<file path="src/design/scp_pkg.sv">
package scp_pkg;

	// window depth and the widths that follow from it
	localparam int MAX_PATTERN = 16;
	localparam int IDX_W       = $clog2(MAX_PATTERN);
	localparam int FILL_W      = $clog2(MAX_PATTERN + 1);
	localparam int NUM_HALF    = 8;

	localparam logic [7:0] STAR_CODE = 8'd42;

	typedef logic [7:0]        byte_t;
	typedef logic [IDX_W-1:0]  idx_t;
	typedef logic [FILL_W-1:0] fill_t;

	// configuration register indexes
	typedef enum logic [1:0] {
		REG_PAT_LO  = 2'd0,
		REG_PAT_HI  = 2'd1,
		REG_PAT_LEN = 2'd2
	} cfg_reg_t;

	// window control from the sequencer to the cells
	typedef struct packed {
		logic shift;
		logic append;
		idx_t append_pos;
	} win_ctl_t;

	// active pattern length: zero acts as one, above the depth clamps
	function automatic fill_t clamp_len(input logic [4:0] raw);
		fill_t len;
		if (raw == 5'd0) begin
			len = fill_t'(1);
		end else if ({1'b0, raw} > 6'(MAX_PATTERN)) begin
			len = fill_t'(MAX_PATTERN);
		end else begin
			len = fill_t'(raw);
		end
		return len;
	endfunction

endpackage

</file>
<file path="src/design/stream_pattern_censor.sv">
// The first result of a transaction passes through a window cell and then the output register.
// Throughput, while out_ready is high: one byte per cycle; a pattern hit emits one asterisk
//   per cycle and holds off input until its last asterisk, a flush until its last byte.
// Reset (arst_n low): window empty, output invalid, pattern zero, length one.
//   Window byte storage is not reset.
module stream_pattern_censor
	import scp_pkg::*;
(
	input  logic        clk,
	input  logic        arst_n,
	// configuration write port
	input  logic        cfg_write,
	input  logic [1:0]  cfg_index,
	input  logic [63:0] cfg_data,
	// input byte stream
	input  logic        in_valid,
	output logic        in_ready,
	input  logic [7:0]  data_byte,
	input  logic        end_of_stream,
	// censored output stream
	output logic        out_valid,
	input  logic        out_ready,
	output logic [7:0]  out_byte,
	output logic        last_of_run
);

	// Configuration registers. The length is clamped on write so the
	// datapath always sees an active length in 1..MAX_PATTERN.
	logic [63:0] pat_lo_q, pat_hi_q;
	fill_t       len_q;

	always_ff @(posedge clk or negedge arst_n) begin
		if (!arst_n) begin
			pat_lo_q <= '0;
			pat_hi_q <= '0;
			len_q    <= fill_t'(1);
		end else if (cfg_write) begin
			unique case (cfg_reg_t'(cfg_index))
				REG_PAT_LO:  pat_lo_q <= cfg_data;
				REG_PAT_HI:  pat_hi_q <= cfg_data;
				REG_PAT_LEN: len_q    <= clamp_len(cfg_data[4:0]);
				default: ;
			endcase
		end
	end

	// Window: a row of byte cells, oldest byte in cell 0. Every emitted
	// result (passed byte or asterisk) shifts the row by one toward cell 0,
	// so a hit drops its pattern bytes one per asterisk. A new byte lands
	// at the first free cell after that shift.
	win_ctl_t               win_ctl;
	byte_t                  win   [MAX_PATTERN];
	byte_t                  pat   [MAX_PATTERN];
	logic [MAX_PATTERN-1:0] eq;

	for (genvar i = 0; i < MAX_PATTERN; i++) begin : g_cell
		byte_t nb;
		logic  ld;

		if (i < NUM_HALF) begin : g_lo
			assign pat[i] = pat_lo_q[8*i +: 8];
		end else if (i < 2*NUM_HALF) begin : g_hi
			assign pat[i] = pat_hi_q[8*(i-NUM_HALF) +: 8];
		end else begin : g_zero
			assign pat[i] = '0;
		end

		if (i == MAX_PATTERN - 1) begin : g_end
			assign nb = '0;
		end else begin : g_mid
			assign nb = win[i+1];
		end

		assign ld = win_ctl.append && (win_ctl.append_pos == idx_t'(i));

		scp_cell u_cell (
			.clk       (clk),
			.shift     (win_ctl.shift),
			.load      (ld),
			.din       (data_byte),
			.next_byte (nb),
			.pat_byte  (pat[i]),
			.cell_byte (win[i]),
			.eq        (eq[i])
		);
	end

	// Sequencer: fill count, asterisks still owed, pending flush and the
	// output register. It takes the next transaction in the same cycle
	// that the last result of the previous one is registered.
	scp_ctrl u_ctrl (
		.clk           (clk),
		.arst_n        (arst_n),
		.len           (len_q),
		.eq            (eq),
		.head_byte     (win[0]),
		.in_valid      (in_valid),
		.in_ready      (in_ready),
		.end_of_stream (end_of_stream),
		.out_valid     (out_valid),
		.out_ready     (out_ready),
		.out_byte      (out_byte),
		.last_of_run   (last_of_run),
		.win_ctl       (win_ctl)
	);

endmodule

</file>
<file path="src/design/scp_cell.sv">
module scp_cell
	import scp_pkg::*;
(
	input  logic  clk,
	input  logic  shift,
	input  logic  load,
	input  byte_t din,
	input  byte_t next_byte,
	input  byte_t pat_byte,
	output byte_t cell_byte,
	output logic  eq
);

	byte_t byte_q;

	// load wins: the new byte lands at the slot freed by the shift
	always_ff @(posedge clk) begin
		if (load) begin
			byte_q <= din;
		end else if (shift) begin
			byte_q <= next_byte;
		end
	end

	assign cell_byte = byte_q;
	assign eq        = (byte_q == pat_byte);

endmodule

</file>
<file path="src/design/scp_ctrl.sv">
module scp_ctrl
	import scp_pkg::*;
(
	input  logic                   clk,
	input  logic                   arst_n,
	input  fill_t                  len,
	input  logic [MAX_PATTERN-1:0] eq,
	input  byte_t                  head_byte,
	input  logic                   in_valid,
	output logic                   in_ready,
	input  logic                   end_of_stream,
	output logic                   out_valid,
	input  logic                   out_ready,
	output byte_t                  out_byte,
	output logic                   last_of_run,
	output win_ctl_t               win_ctl
);

	fill_t                  fill_q, fill_d, fill_m1;
	idx_t                   star_q, star_d, star_act;
	logic                   eos_q, eos_d;
	logic                   busy_q, busy_d;
	logic                   out_valid_q;
	byte_t                  out_byte_q, res_byte;
	logic                   last_q, res_last;
	logic                   do_act, out_load, emit, hit_now, match, accept;
	logic [MAX_PATTERN-1:0] mask;

	// only the first len window slots take part in the compare
	always_comb begin
		for (int k = 0; k < MAX_PATTERN; k++) begin
			mask[k] = (FILL_W'(k) < len);
		end
	end
	assign match = &(eq | ~mask);

	// busy_q: a transaction has been taken and its results are not all out;
	// a backlog left by a shorter length waits for the next transaction
	assign fill_m1  = fill_q - fill_t'(1);
	assign do_act   = busy_q &&
		((star_q != '0) || (fill_q >= len) || (eos_q && (fill_q != '0)));
	assign out_load = !out_valid_q || out_ready;
	assign emit     = do_act && out_load;
	assign hit_now  = (star_q == '0) && (fill_q >= len) && match;

	always_comb begin
		if (star_q != '0) begin
			star_act = star_q - idx_t'(1);
		end else if (hit_now) begin
			star_act = idx_t'(len - fill_t'(1));
		end else begin
			star_act = '0;
		end
		res_byte = ((star_q != '0) || hit_now) ? STAR_CODE : head_byte;
		// last when nothing is left to do after this result
		res_last = !((star_act != '0) || (fill_m1 >= len) || (eos_q && (fill_m1 != '0)));
	end

	assign in_ready = !do_act || (emit && res_last);
	assign accept   = in_valid && in_ready;

	always_comb begin
		win_ctl.shift      = emit;
		win_ctl.append     = accept;
		win_ctl.append_pos = emit ? idx_t'(fill_m1) : idx_t'(fill_q);
		fill_d             = fill_q - fill_t'(emit) + fill_t'(accept);
		star_d             = emit ? star_act : star_q;
		if (accept) begin
			eos_d = end_of_stream;
		end else if (!do_act) begin
			eos_d = 1'b0;
		end else begin
			eos_d = eos_q;
		end
		if (accept) begin
			busy_d = 1'b1;
		end else if (!do_act || (emit && res_last)) begin
			busy_d = 1'b0;
		end else begin
			busy_d = busy_q;
		end
	end

	always_ff @(posedge clk or negedge arst_n) begin
		if (!arst_n) begin
			fill_q      <= '0;
			star_q      <= '0;
			eos_q       <= 1'b0;
			busy_q      <= 1'b0;
			out_valid_q <= 1'b0;
		end else begin
			fill_q <= fill_d;
			star_q <= star_d;
			eos_q  <= eos_d;
			busy_q <= busy_d;
			if (out_load) begin
				out_valid_q <= emit;
			end
		end
	end

	always_ff @(posedge clk) begin
		if (emit) begin
			out_byte_q <= res_byte;
			last_q     <= res_last;
		end
	end

	assign out_valid   = out_valid_q;
	assign out_byte    = out_byte_q;
	assign last_of_run = last_q;

endmodule
</file>
<file path="config.mk">
export PLATFORM = sky130hd
export DESIGN_NAME = stream_pattern_censor
export DESIGN_NICKNAME = d
export VERILOG_FILES = /design/src/design/scp_pkg.sv /design/src/design/stream_pattern_censor.sv /design/src/design/scp_cell.sv /design/src/design/scp_ctrl.sv
export SDC_FILE = /design/constraint.sdc
export NUM_CORES = 1
export LEC_CHECK = 0
export BUFFER_PORTS_ARGS = -buffer_cell sky130_fd_sc_hd__buf_4
export CORE_MARGIN = 5
export CORE_UTILIZATION = 55
export CTS_CLUSTER_SIZE = 25
export DETAILED_ROUTE_END_ITERATION = 10
export HOLD_SLACK_MARGIN = 0.08
export PLACE_DENSITY = 0.76
export SKIP_CTS_REPAIR_TIMING = 1
export SYNTH_ARGS = -nofsm -noshare
export SYNTH_HDL_FRONTEND = slang
export SYNTH_SLANG_ARGS = --single-unit
</file>
<file path="constraint.sdc">
create_clock -name clk -period 4.56 [get_ports clk]
set_input_delay 0.456 -clock clk [delete_from_list [all_inputs] [get_ports clk]]
set_output_delay 0.456 -clock clk [all_outputs]
set_load 0.005 [all_outputs]
</file>
* Word-level counts from Yosys, hierarchy flattened
Cells that the tools add are included.
** Cells by class
- Divide/modulo/power cells :: 0
- Multiply operators :: 0
- Order comparisons :: 19
- Add/subtract/negate cells :: 5
- Reduce and logical (&&, ||, !) cells :: 63
- Mux-type cells :: 41
- Equal/unequal tests :: 34
- Bitwise logic cells :: 2
- Shifts and indexed selects :: 0
** Operators by type and width (count)
- 8-bit two-way mux :: 32
- 8-bit equality test :: 16
- 4-bit by 5-bit less-than comparator with 1-bit output (first input constant) :: 8
- 2-bit nonzero test :: 17
- 4-bit equality test (second input constant) :: 8
- 1-bit logical AND :: 24
- 3-bit by 5-bit less-than comparator with 1-bit output (first input constant) :: 4
- 4-bit by 3-bit equality test with 1-bit output (second input constant) :: 4
- 16-bit inverter :: 1
- 16-bit OR :: 1
- 16-bit AND reduction :: 1
- 4-bit two-way mux :: 3
- 5-bit >= comparator :: 2
- 1-bit by 5-bit less-than comparator with 1-bit output (first input constant) :: 2
- 2-bit by 5-bit less-than comparator with 1-bit output (first input constant) :: 2
- 5-bit two-way mux :: 2
- 5-bit nonzero test :: 2
- 4-bit by 2-bit equality test with 1-bit output (second input constant) :: 2
- 4-bit logical NOT :: 2
- 4-bit nonzero test :: 2
- 4-bit by 1-bit subtractor with 4-bit output (second input constant) :: 2
- 1-bit logical OR :: 7
- 2-bit AND reduction :: 3
- 5-bit by 1-bit adder with 5-bit output :: 1
- other kinds (11) :: 16
** Word-level totals
- Bits in read-only memories :: 0
- Logic and storage cells :: 190
- Register bits after elaboration :: 282
- Memories :: 0
- Output and inout bits :: 11
- Bits in latches :: 0
- Bits in writable memories :: 0

* Logic depth before layout (Yosys ltp)
Gate-level depths: netlist of the first run.
- Depth after elaboration :: 16
- Depth in mapped cells :: 22
- Depth with buffers taken out :: 20

* Modules after synthesis
A second synthesis of the first run with hierarchy kept.
** Second synthesis, totals
- Cells, all modules :: 960
- Area, all modules :: 14517.7 um2
** By module, submodules not included
- scp_cell :: instances 16, cells each 29, area each 464.2 um2, seq. area each 240.2 um2
- stream_pattern_censor :: instances 1, cells each 316, area each 5371.4 um2, seq. area each 3329.4 um2
- scp_ctrl :: instances 1, cells each 180, area each 1719.1 um2, seq. area each 570.5 um2

* Least setup slack after synthesis of the first run
Ideal clock, no wire load.
- Path type :: register to register
- Start :: register len_q[1]
- End :: register g_cell[15].u_cell.byte_q[0] (enable)
- Path buffers :: 4
- Required time :: 4.173 ns
- Cell stages (with the launch flop) :: 15
- Arrival time :: 4.051 ns
- Period minus slack after synthesis :: 4.437 ns
- Path slack :: 0.123 ns
- Path through :: dfrtp_1 clkbuf_1 inv_1 ha_1 a211oi_1 o211ai_2 nand3_2 inv_2 clkbuf_1 clkbuf_1 ha_1 inv_1 nand2_1 clkbuf_1 o31ai_1
** RTL lines
- start, declared :: RTL line stream_pattern_censor.sv:30 : fill_t len_q;
- start signal, assigned :: RTL line stream_pattern_censor.sv:36 : len_q <= fill_t'(1);
- start signal, assigned :: RTL line stream_pattern_censor.sv:41 : REG_PAT_LEN: len_q <= clamp_len(cfg_data[4:0]);
- 5-bit >= comparator * :: RTL line scp_ctrl.sv:41 : ((star_q != '0) || (fill_q >= len) || (eos_q && (fill_q != '0)));
- 1-bit logical OR * (2 in a row) :: RTL line scp_ctrl.sv:41
- 1-bit logical AND * :: RTL line scp_ctrl.sv:40 : assign do_act = busy_q &&
- 1-bit logical AND * :: RTL line scp_ctrl.sv:43 : assign emit = do_act && out_load;
- via g_cell[0].u_cell.shift :: RTL line scp_cell.sv:5 : input logic shift,
- parallel branches: the longest is 4 deep, another holds 4-bit two-way mux
- 2-bit nonzero test (no source line) *
- end signal, assigned :: RTL line scp_cell.sv:19 : byte_q <= din;
- end signal, assigned :: RTL line scp_cell.sv:21 : byte_q <= next_byte;
- end, declared :: RTL line scp_cell.sv:14 : byte_t byte_q;
Mark *: on every way through the listed nets, which the timed path passes.
A chain may end at the register's enable or synchronous reset.

* Final worst setup path of the first run
- Start :: register u_ctrl.fill_q[2]
- End :: output in_ready
** On the way
- Word-level cells in the longest chain between the ends :: 11
** RTL lines
- start, declared :: RTL line scp_ctrl.sv:19 : fill_t fill_q, fill_d, fill_m1;
- start signal, assigned :: RTL line scp_ctrl.sv:92 : fill_q <= fill_d;
- 5-bit >= comparator :: RTL line scp_ctrl.sv:41, scp_ctrl.sv:44
- 1-bit logical AND (2 in a row) :: RTL line scp_ctrl.sv:44 : assign hit_now = (star_q == '0) && (fill_q >= len) && match;
- 4-bit two-way mux :: RTL line scp_ctrl.sv:49 : end else if (hit_now) begin
- 4-bit two-way mux :: RTL line scp_ctrl.sv:47 : if (star_q != '0) begin
- 4-bit nonzero test :: RTL line scp_ctrl.sv:56 : res_last = !((star_act != '0) || (fill_m1 >= len) || (eos_q && (fill_m1 != '0)));
- 1-bit logical OR (2 in a row) :: RTL line scp_ctrl.sv:56
- 1-bit logical NOT :: RTL line scp_ctrl.sv:56
- 1-bit logical AND :: RTL line scp_ctrl.sv:59 : assign in_ready = !do_act || (emit && res_last);
- 1-bit logical OR * :: RTL line scp_ctrl.sv:59
- end, declared :: RTL line stream_pattern_censor.sv:17 : output logic in_ready,
Mark *: on every way between the ends. The rest lies on a longest branch, timed or not.

==> impl_metrics.yaml, run 1 <==
run_status:
  status: "finished, final reports clean"
setup_path:
  path_class: "register to output pin"
  start_kind: "register"
  path_max_fanout: 10
  crit_arrival_ns: 3.88
  crit_required_ns: 4.10
  critPathCaptureType: "output pin"
synth:
  synthCells: 971
  synth-seq-area-share_pct: 56.1
  syn_nets: 1074
  ys.flop_type: "dfrtp_1"
  syn_area_per_cell_sq_um: 14.2
  ys_async_sr_fraction_pct: 51.4
  ys_seq_elements: 282
  synth_top_area_cell: "edfxtp_1"
  synth_top_area_share_pct: 29.8
  synthTopCellsByArea: "edfxtp_1, dfrtp_1, mux2_2"
  synth.distinct_cells: 60
  yosysWarnings: 0
  synth_edf_count: 137
  syn_area_sq_um: 13800
power_and_ir_drop:
  power_density_nw_per_um2: 673
  ir_worst_vdd_v: 0.000396
  p_leak_nw: 6.01
  total_power_mw: 10.7
finish:
  final_cell_mix: "mux2_2, dfrtp_1, edfxtp_1"
  fin_nets: 1186
  diodes: 0
  layout-drive-gt1-share_pct: 40.4
  final_common_cell: "mux2_2"
  instances_no_fill: 1437
  fin_area_sq_um: 15900
  fin_util_pct: 63.7
  fill_cells: 1875
  area_growth_pct: 15.1
die:
  die_h_um: 168
  start_util_pct: 55.3
  die_w_um: 168
  core-area_sq_um: 25000
  row_count: 58
  dieArea_sq_um: 28400
  pin_count: 91
detailed_routing:
  first_pass_iters: 6
  drtIter0Drc: 724
  viasPerCell: 5.86
  postRouteAntennaNets: 0
  wl_per_cell_um: 23.0
  vias: 8421
  drc_errors: 0
  wl_um: 33100
clock_network:
  htree_levels: 1
  cts.sinks: 282
  cts_tree: "done"
  numCtsBuffers: 30
  max-clock-path-buffers: 3
  clk_pin_slew_worst_paths_ns: 0.06
  clock_latency_ns: 0.57
  cts_root_buf: "clkbuf_16"
grt:
  use_met1_pct: 33.0
  grt_start_max_net_pins: 71
  grtUsageMet2_pct: 38.6
  grt-busiest-layer: "met2"
  grt_pass1_wl_um: 52200
  grt_pass1_vias: 8764
  grt.met3_usage_pct: 4.11
  grt_use_total_pct: 23.6
  gr-total-overflow: 0
  antenna_found_initial: 0
timing:
  setup_ws_ns: 0.227
  max_freq_ghz: 0.231
  setup_viol: 0
  finalMaxSlewViolations: 0
  slew_headroom_pct: 20.9
  hold_ws_ns: 0.111
  worst_slew_pin_slew_ns: 1.18
  rsz0062_at_grt: "yes"
  timing.final.hold_violations: 0
  min_period_ns: 4.33
  tns_ns: 0
  fin_skew_ns: 0.0161
  fin_crit_sh_pct: 95.0
placed_design:
  preCtsSetupSlack_ns: 0.326
  port-buffer-count: 90
  place_inst: 1380
  dp.final_hpwl_um: 23400
  gp_congestion: 0.867
  placed_area_sq_um: 14900
min_path:
  hold_path_class: "primary input to register"
job:
  drv_cap: 0
final timing paths:
kind | start | end | cells past startpoint | slack [ns]
setup / recovery | u_ctrl.fill_q[2] | in_ready | 14 | 0.23
hold / removal | cfg_data[4] | len_q[0] | 2 | 0.11
setup reg to reg | u_ctrl.fill_q[2] | g_cell[15].u_cell.cell_byte[1] | 12 | 0.25
hold reg to reg | pat_hi_q[49] | pat_hi_q[49] | 1 | 0.53
max in group asynchronous | arst_n | len_q[0] | 3 | 3.13
min in group asynchronous | arst_n | pat_lo_q[10] | 2 | 0.47
cells in the mapped netlist, types with 2 or more instances:
library cell  number
buf_2              2
and3_1             5
buf_4              2
dfrtp_1          144
inv_1             20
nor4_1             8
nand4_1           31
nor2b_1            3
a31oi_1            5
a41oi_1            2
xnor2_1          115
o21ai_0           21
a211oi_2           7
ha_1              22
mux2_1             9
nor3_1             4
mux2_2           241
a21oi_1            9
clkbuf_1          30
nand2_1           25
or2_2             18
nor4b_1            8
o221ai_1           2
o31ai_1            4
edfxtp_1         137
mux2i_1            2
o22ai_1            3
o32ai_1            2
nand2b_1           6
nand3b_1           3
nor2_1            18
xor2_1            20
or3_1              6
a211oi_4           8
a21boi_0           4
final cells by class:
cell class,count,area (sq um),share of cell area (%)
timing repair buffer,116,877,5.52
multi-input combinational,632,5840,36.7
clock buffer,44,865,5.44
clock inverter,12,77.6,0.488
tap,330,413,2.60
sequential,282,7740,48.7
inverter,21,78.8,0.496
metal layers:
layer	share of wire [%]	up-vias
met5	0	-
met4	2.7	0
met3	7.2	73
met2	47	336
met1	43	4216
li1	-	3796
where the power goes:
group          internal [mW]  switching [mW]  leakage (nW)  total [mW]
clock network           1.32            1.01         0.470        2.33
registers               4.00           0.848          3.05        4.85
logic                   1.70            1.82          2.49        3.52
critical path, cell delays in order (launching register included):
cell,delay [ns]
dfrtp_1,0.53
inv_1,0.19
ha_1,0.21
a21boi_0,0.13
xnor2_1,0.33
inv_1,0.15
ha_1,0.30
o21ai_0,0.07
a21oi_1,0.28
nor4b_4,0.12
a21oi_4,0.44
and2_1,0.22
buf_4,0.18
inv_1,0.05
buf_4,0.13
logic make-up (layout without fill, tap and decap cells):
| kind of cell | Yosys count | count (layout) | synth area share (%) |
|---|---|---|---|
| AOI/OAI and AO/OA | 79 | 79 | 4.88 |
| xor gates and xnor gates | 135 | 135 | 8.56 |
| adders and majority gates | 23 | 23 | 2.14 |
| buffers and inverters | 57 | 193 | 1.76 |
| DFF | 282 | 282 | 56.1 |
| muxes | 252 | 252 | 20.5 |
| and+or+nand+nor | 143 | 143 | 6.06 |
state kept, by name, indices dropped and copies added (netlist names):
signal and cells:
g_cell.u_cell.cell_byte 128, pat_hi_q 64, pat_lo_q 64, u_ctrl.out_byte 8
len_q 5, u_ctrl.fill_q 5, u_ctrl.star_q 4, u_ctrl.busy_q 1
u_ctrl.eos_q 1, u_ctrl.last_of_run 1, u_ctrl.out_valid 1
(Power assumes the default switching activity.)
==> run 2, diff against run 1 <==
ABC_AREA = 1   (was not set)
==> run 2 against run 1 <==
Net effect:
- count of clock-buffer cells in the layout fell by 3
- cell area rose by 3.8%
- maximum frequency is 13% higher
- clock power up 2%
- critical path depth is 2 higher
- clock skew decreased by 0.0015 ns
- global-route usage down 0.22 points
- cell count rose by 42%
- register-to-register slack better by 0.47 ns
- area after synthesis rose by 6.5%
- routed wire length increased by 7.2%
- largest power group unchanged
- highest routed layer unchanged
==> impl_metrics.yaml, run 2 <==
placed_design:
  placed_area_sq_um: 15500
  dp.final_hpwl_um: 25200
  place_inst: 1992
  port-buffer-count: 90
  gp_congestion: 0.912
timing:
  finalMaxSlewViolations: 0
  fin_skew_ns: 0.0146
  worst_slew_pin_slew_ns: 1.17
  hold_ws_ns: 0.135
  rsz0062_at_grt: "no"
  slew_headroom_pct: 22.0
  tns_ns: 0
  timing.final.hold_violations: 0
  setup_viol: 0
  fin_crit_sh_pct: 84.1
  max_freq_ghz: 0.261
  min_period_ns: 3.84
synth:
  synth_top_area_cell: "edfxtp_1"
  ys_async_sr_fraction_pct: 51.4
  synth-seq-area-share_pct: 52.6
  synth_edf_count: 137
  syn_area_per_cell_sq_um: 8.99
  yosysWarnings: 0
  synth.distinct_cells: 38
  syn_area_sq_um: 14700
  synth_top_area_share_pct: 28.0
  synthCells: 1637
  post-synth-top-count-cell: "nand2_1"
  syn_nets: 1740
  synthTopCellsByArea: "edfxtp_1, dfrtp_1, nand2_1"
  synthTopCellsByCount: "nand2_1, inv_1, dfrtp_1, edfxtp_1, o21ai_0"
  ys_seq_elements: 282
  ys.flop_type: "dfrtp_1"
power_and_ir_drop:
  p_int_mw: 6.83
  sw_frac_of_total_pct: 38.9
  ir_worst_vdd_v: 0.000541
  comb_power_share_pct: 35.8
  switching_power_mw: 4.35
  power_frac_clock_pct: 21.3
  seqPwrFrac_pct: 42.9
  power_density_nw_per_um2: 678
  total_power_mw: 11.2
  p_leak_nw: 7.53
run_status:
  status: "finished, final reports clean"
clock_network:
  cts_tree: "done"
  numCtsBuffers: 29
  clock_latency_ns: 0.54
  cts.sinks: 282
  max-clock-path-buffers: 3
  htree_levels: 1
  cts_root_buf: "clkbuf_16"
  clk_pin_slew_worst_paths_ns: 0.06
finish:
  fin_nets: 1792
  largest_register_ffs: 128
  final_common_cell: "nand2_1"
  final_cell_mix: "nand2_1, inv_1, dfrtp_1"
  layout-drive-gt1-share_pct: 11.6
  instances_no_fill: 2046
  diodes: 0
  area_growth_pct: 12.1
  fin_area_sq_um: 16500
detailed_routing:
  wl_per_cell_um: 17.3
  drc_errors: 0
  viasPerCell: 5.52
  vias: 11300
  drtIter0Drc: 1205
  first_pass_iters: 9
  postRouteAntennaNets: 0
  wl_um: 35500
die:
  row_count: 59
  start_util_pct: 56.1
  die_w_um: 174
  pin_count: 91
  dieArea_sq_um: 30100
  core-area_sq_um: 26200
  die_h_um: 174
setup_path:
  critPathMaxStageDelay_ns: 0.46
  crit_required_ns: 4.78
  path_common_cell: "o21a_1"
  cp_cell_sequence: "inv_1, ha_1, inv_1, ha_1, a21boi_0, o21a_1, o21a_1, o21a_1, nor3_1, nand3_1, nor2_1, nand3_2, nand2_4, buf_4, nand3_2, nand2_1"
  path_delay_family: "simple AND/OR/NAND/NOR gates"
  crit_slowest_cell: "dfrtp_1"
  start_kind: "register"
  path_max_fanout: 43
  critPathCaptureType: "register"
  path_class: "register to register"
  cp_num_buf_inv: 3
  crit_arrival_ns: 4.05
grt:
  grt_use_total_pct: 23.4
  antenna_found_initial: 0
  grt_pass1_wl_um: 57500
  grt_pass1_vias: 10900
  grt_start_max_net_pins: 129
  gr-total-overflow: 0
min_path:
  hold_path_class: "primary input to register"
job:
  drv_cap: 0
[run 2: cell count changes after synthesis, moves of 28 or more]
cell / previous run / this run
o21ai_0: 21 / 137
mux2_2: 241 / 0
nand4_1: 31 / 123
clkbuf_1: 30 / 58
nor2_1: 18 / 67
nand2_1: 25 / 560
inv_1: 20 / 148
[run 2: final timing paths]
check                                 start                        endpoint  slack (ns)  cells past startpoint
hold reg to reg                pat_lo_q[28]                    pat_lo_q[28]        0.49                      2
setup / recovery           u_ctrl.fill_q[1]  g_cell[15].u_cell.cell_byte[2]        0.72                     16
min in group asynchronous            arst_n                    pat_hi_q[20]        0.50                      2
hold / removal                    out_ready                u_ctrl.out_valid        0.13                      2
setup reg to reg           u_ctrl.fill_q[1]  g_cell[15].u_cell.cell_byte[2]        0.72                     16
max in group asynchronous            arst_n                    pat_lo_q[52]        3.24                      3
[run 2: routing by layer]
metal	up-vias	GRT usage (%)	part of all wire, %
met5	-	0	0
met4	0	5.55	2.2
met3	63	3.69	7.6
met2	477	39.1	49
met1	5291	32.3	42
li1	5469	-	-
[run 2: kinds of logic after synthesis]
| family | after synthesis | share of synthesized area, % |
|---|---|---|
| AOI/OAI and AO/OA | 167 | 5.91 |
| xor gates and xnor gates | 117 | 6.97 |
| adders and majority gates | 23 | 2.01 |
| buffers and inverters | 230 | 6.61 |
| DFF | 282 | 52.6 |
| and+or+nand+nor | 818 | 25.9 |
[run 2: metrics by stage]
step                      setup slack (ns)  util [%]
after detailed placement             0.782      59.2
after global placement               0.876      59.2
after global routing                 0.441      62.9
after floorplan                      0.954         -
after CTS                            0.755      62.9
final                                0.725      62.9
[run 2: power groups by stage]
stage | Clock, mW | Combinational [mW] | Sequential (mW)
floorplan | 0 | 3.25 | 4.47
global placement | 0 | 3.82 | 4.81
detailed placement | 0 | 3.96 | 4.83
CTS | 2.40 | 3.99 | 4.79
global route | 2.52 | 4.50 | 4.88
finish | 2.38 | 4.00 | 4.80
[run 2: worst reg2reg max path: cells and delay by family, from the launching register on]
| family | cells | cell delay (ns) |
|---|---|---|
| and+or+nand+nor | 7 | 1.23 |
| adders and majority gates | 2 | 0.58 |
| buffers and inverters | 3 | 0.64 |
| AOI/OAI and AO/OA | 4 | 0.62 |
| DFF | 1 | 0.46 |
[run 2: cell type report]
type                       count  area (sq um)
timing repair buffer          98           779
inverter                     153           574
tap                          335           419
clock buffer                  41           818
clock inverter                12           138
multi-input combinational   1125          6020
fill                        2135          9720
sequential                   282          7740
==> run 3, diff against run 2 <==
clock period = 3.35 ns   (was 4.56 ns; I/O delays follow)
==> run 3 against run 2 <==
Net effect:
- the run now ends with setup timing left
- non-clock buffer count up 83
- clock skew up 0.00058 ns
- power up 47%
- largest cell class unchanged
==> impl_metrics.yaml, run 3 (synthesis gave the netlist of run 2 again) <==
setup_path:
  cp_cell_sequence: "inv_4, ha_4, inv_4, ha_4, a21boi_2, o21a_1, o21a_1, o21a_1, nor3_2, nand3_1, nor2_2, nand3_2, nand2_4, buf_6, buf_16, buf_6"
  reg2regPathDepth: 21
  path_common_cell: "o21a_1"
  start_kind: "register"
  regToRegStartpoint: "u_ctrl.fill_q[1]"
  crit_slowest_cell: "dfrtp_1"
  r2r-end: "u_ctrl.fill_q[4]"
  crit_arrival_ns: 3.13
  critPathMaxStageDelay_ns: 0.40
  critPathCaptureType: "output pin"
  crit_required_ns: 3.01
  path_class: "register to output pin"
  path_max_fanout: 6
  reg2reg_slack_ns: -0.07
detailed_routing:
  vias: 11800
  wl_per_cell_um: 17.9
  postRouteAntennaNets: 0
  viasPerCell: 5.55
  wl_um: 38100
  first_pass_iters: 8
  drc_errors: 0
  drtIter0Drc: 1304
power_and_ir_drop:
  comb_power_share_pct: 40.0
  total_power_mw: 16.5
  p_int_mw: 10.1
  ir_worst_vdd_v: 0.000541
  p_leak_nw: 7.99
  sw_frac_of_total_pct: 38.9
  power_frac_clock_pct: 20.4
  switching_power_mw: 6.40
  seqPwrFrac_pct: 39.6
  power_density_nw_per_um2: 942
clock_network:
  numCtsBuffers: 30
  cts.sinks: 282
  cts_tree: "done"
  htree_levels: 1
  clk_pin_slew_worst_paths_ns: 0.06
  max-clock-path-buffers: 3
  clock_latency_ns: 0.56
  cts_root_buf: "clkbuf_16"
timing:
  timing.final.hold_violations: 0
  finalMaxSlewViolations: 0
  worst_slew_pin_slew_ns: 1.15
  fin_skew_ns: 0.0152
  rsz0062_at_grt: "yes"
  setup_ws_ns: -0.118
  fin_crit_sh_pct: 104
  slew_headroom_pct: 23.2
  max_freq_ghz: 0.288
  min_period_ns: 3.47
  hold_ws_ns: 0.0568
  setup_viol: 63
min_path:
  hold_end: "pat_lo_q[38]"
  worstHoldPathCells: 3
  hp-start: "cfg_data[38]"
  hold_path_class: "primary input to register"
run_status:
  status: "finished, violations left"
  failed_checks: "setup timing"
finish:
  instances_no_fill: 2132
  final_common_cell: "nand2_1"
  layout-drive-gt1-share_pct: 16.6
  fin_util_pct: 66.7
  fin_nets: 1876
  largest_register_ffs: 128
  area_growth_pct: 18.9
  final_cell_mix: "nand2_1, buf_4, dfrtp_1"
  diodes: 0
placed_design:
  place_inst: 2038
  port-buffer-count: 90
  dp.final_hpwl_um: 25200
  gp_congestion: 0.878
die:
  start_util_pct: 56.1
  dieArea_sq_um: 30100
  die_w_um: 174
  die_h_um: 174
  pin_count: 91
  core-area_sq_um: 26200
  row_count: 59
grt:
  grt_pass1_vias: 11200
  gr-total-overflow: 0
  grt_pass1_wl_um: 58600
  grt_use_total_pct: 23.9
  antenna_found_initial: 0
  grt_start_max_net_pins: 138
job:
  drv_cap: 0
[run 3: cell count changes in the layout (fill, tap and decap cells not counted), moves of 5 or more]
cell	previous run	this run
dlygate4sd3_1	1	24
nand2_1	560	539
nand2_2	2	15
nand2_4	1	9
inv_1	148	142
clkbuf_16	29	34
buf_4	93	148
[run 3: worst max-delay path by stage]
stage,start,endpoint,cells after the start
6_report,u_ctrl.fill_q[1],in_ready,16
5_1_grt,u_ctrl.fill_q[2],u_ctrl.fill_q[4],22
4_1_cts,u_ctrl.fill_q[1],in_ready,15
3_5_place_dp,u_ctrl.fill_q[1],u_ctrl.fill_q[4],21
3_3_place_gp,u_ctrl.fill_q[1],u_ctrl.fill_q[4],21
2_1_floorplan,u_ctrl.fill_q[1],u_ctrl.fill_q[4],22
[run 3: cell type report]
cell class / count / area (sq um)
fillers: 2010 / 8720
flip-flops and latches: 282 / 7740
multi-input cells: 1125 / 6210
repair buffers: 181 / 1520
clock buffers: 46 / 913
inverters: 153 / 579
well taps: 335 / 419
clock inverters: 10 / 101
[run 3: worst max-delay path: cells and delay by family, from the launching register on]
kind                     cells  cell delay, ns
flip-flops                   1            0.40
AO/OA/AOI/OAI                4            0.66
buffers and inverters        5            0.49
AND/OR/NAND/NOR              5            0.61
adder cells (fa/ha/maj)      2            0.40
[run 3: layer usage]
metal | global-route usage [%] | up-vias | share of wire, %
met5 | 0 | - | 0
met2 | 39.7 | 550 | 48
met3 | 3.93 | 124 | 7.9
li1 | - | 5630 | -
met1 | 32.4 | 5522 | 40
met4 | 7.28 | 0 | 4.0
[run 3: per-stage QoR]
stage	setup slack, ns	instance area (sq um)	TNS, ns
3_3_place_gp	0.0468	15900	0
4_1_cts	-0.366	16900	-1.13
5_1_grt	-0.269	17500	-26.61
3_5_place_dp	-0.0346	15900	-0.239
2_1_floorplan	-0.0908	14700	-0.0908
6_report	-0.118	17500	-1.12
[run 3: power by group through the flow]
stage	registers, mW	clock network, mW	logic [mW]
2_1_floorplan	6.09	0	4.47
3_3_place_gp	6.52	0	5.55
3_5_place_dp	6.54	0	5.75
4_1_cts	6.51	3.40	5.80
5_1_grt	6.61	3.55	7.26
6_report	6.52	3.37	6.58
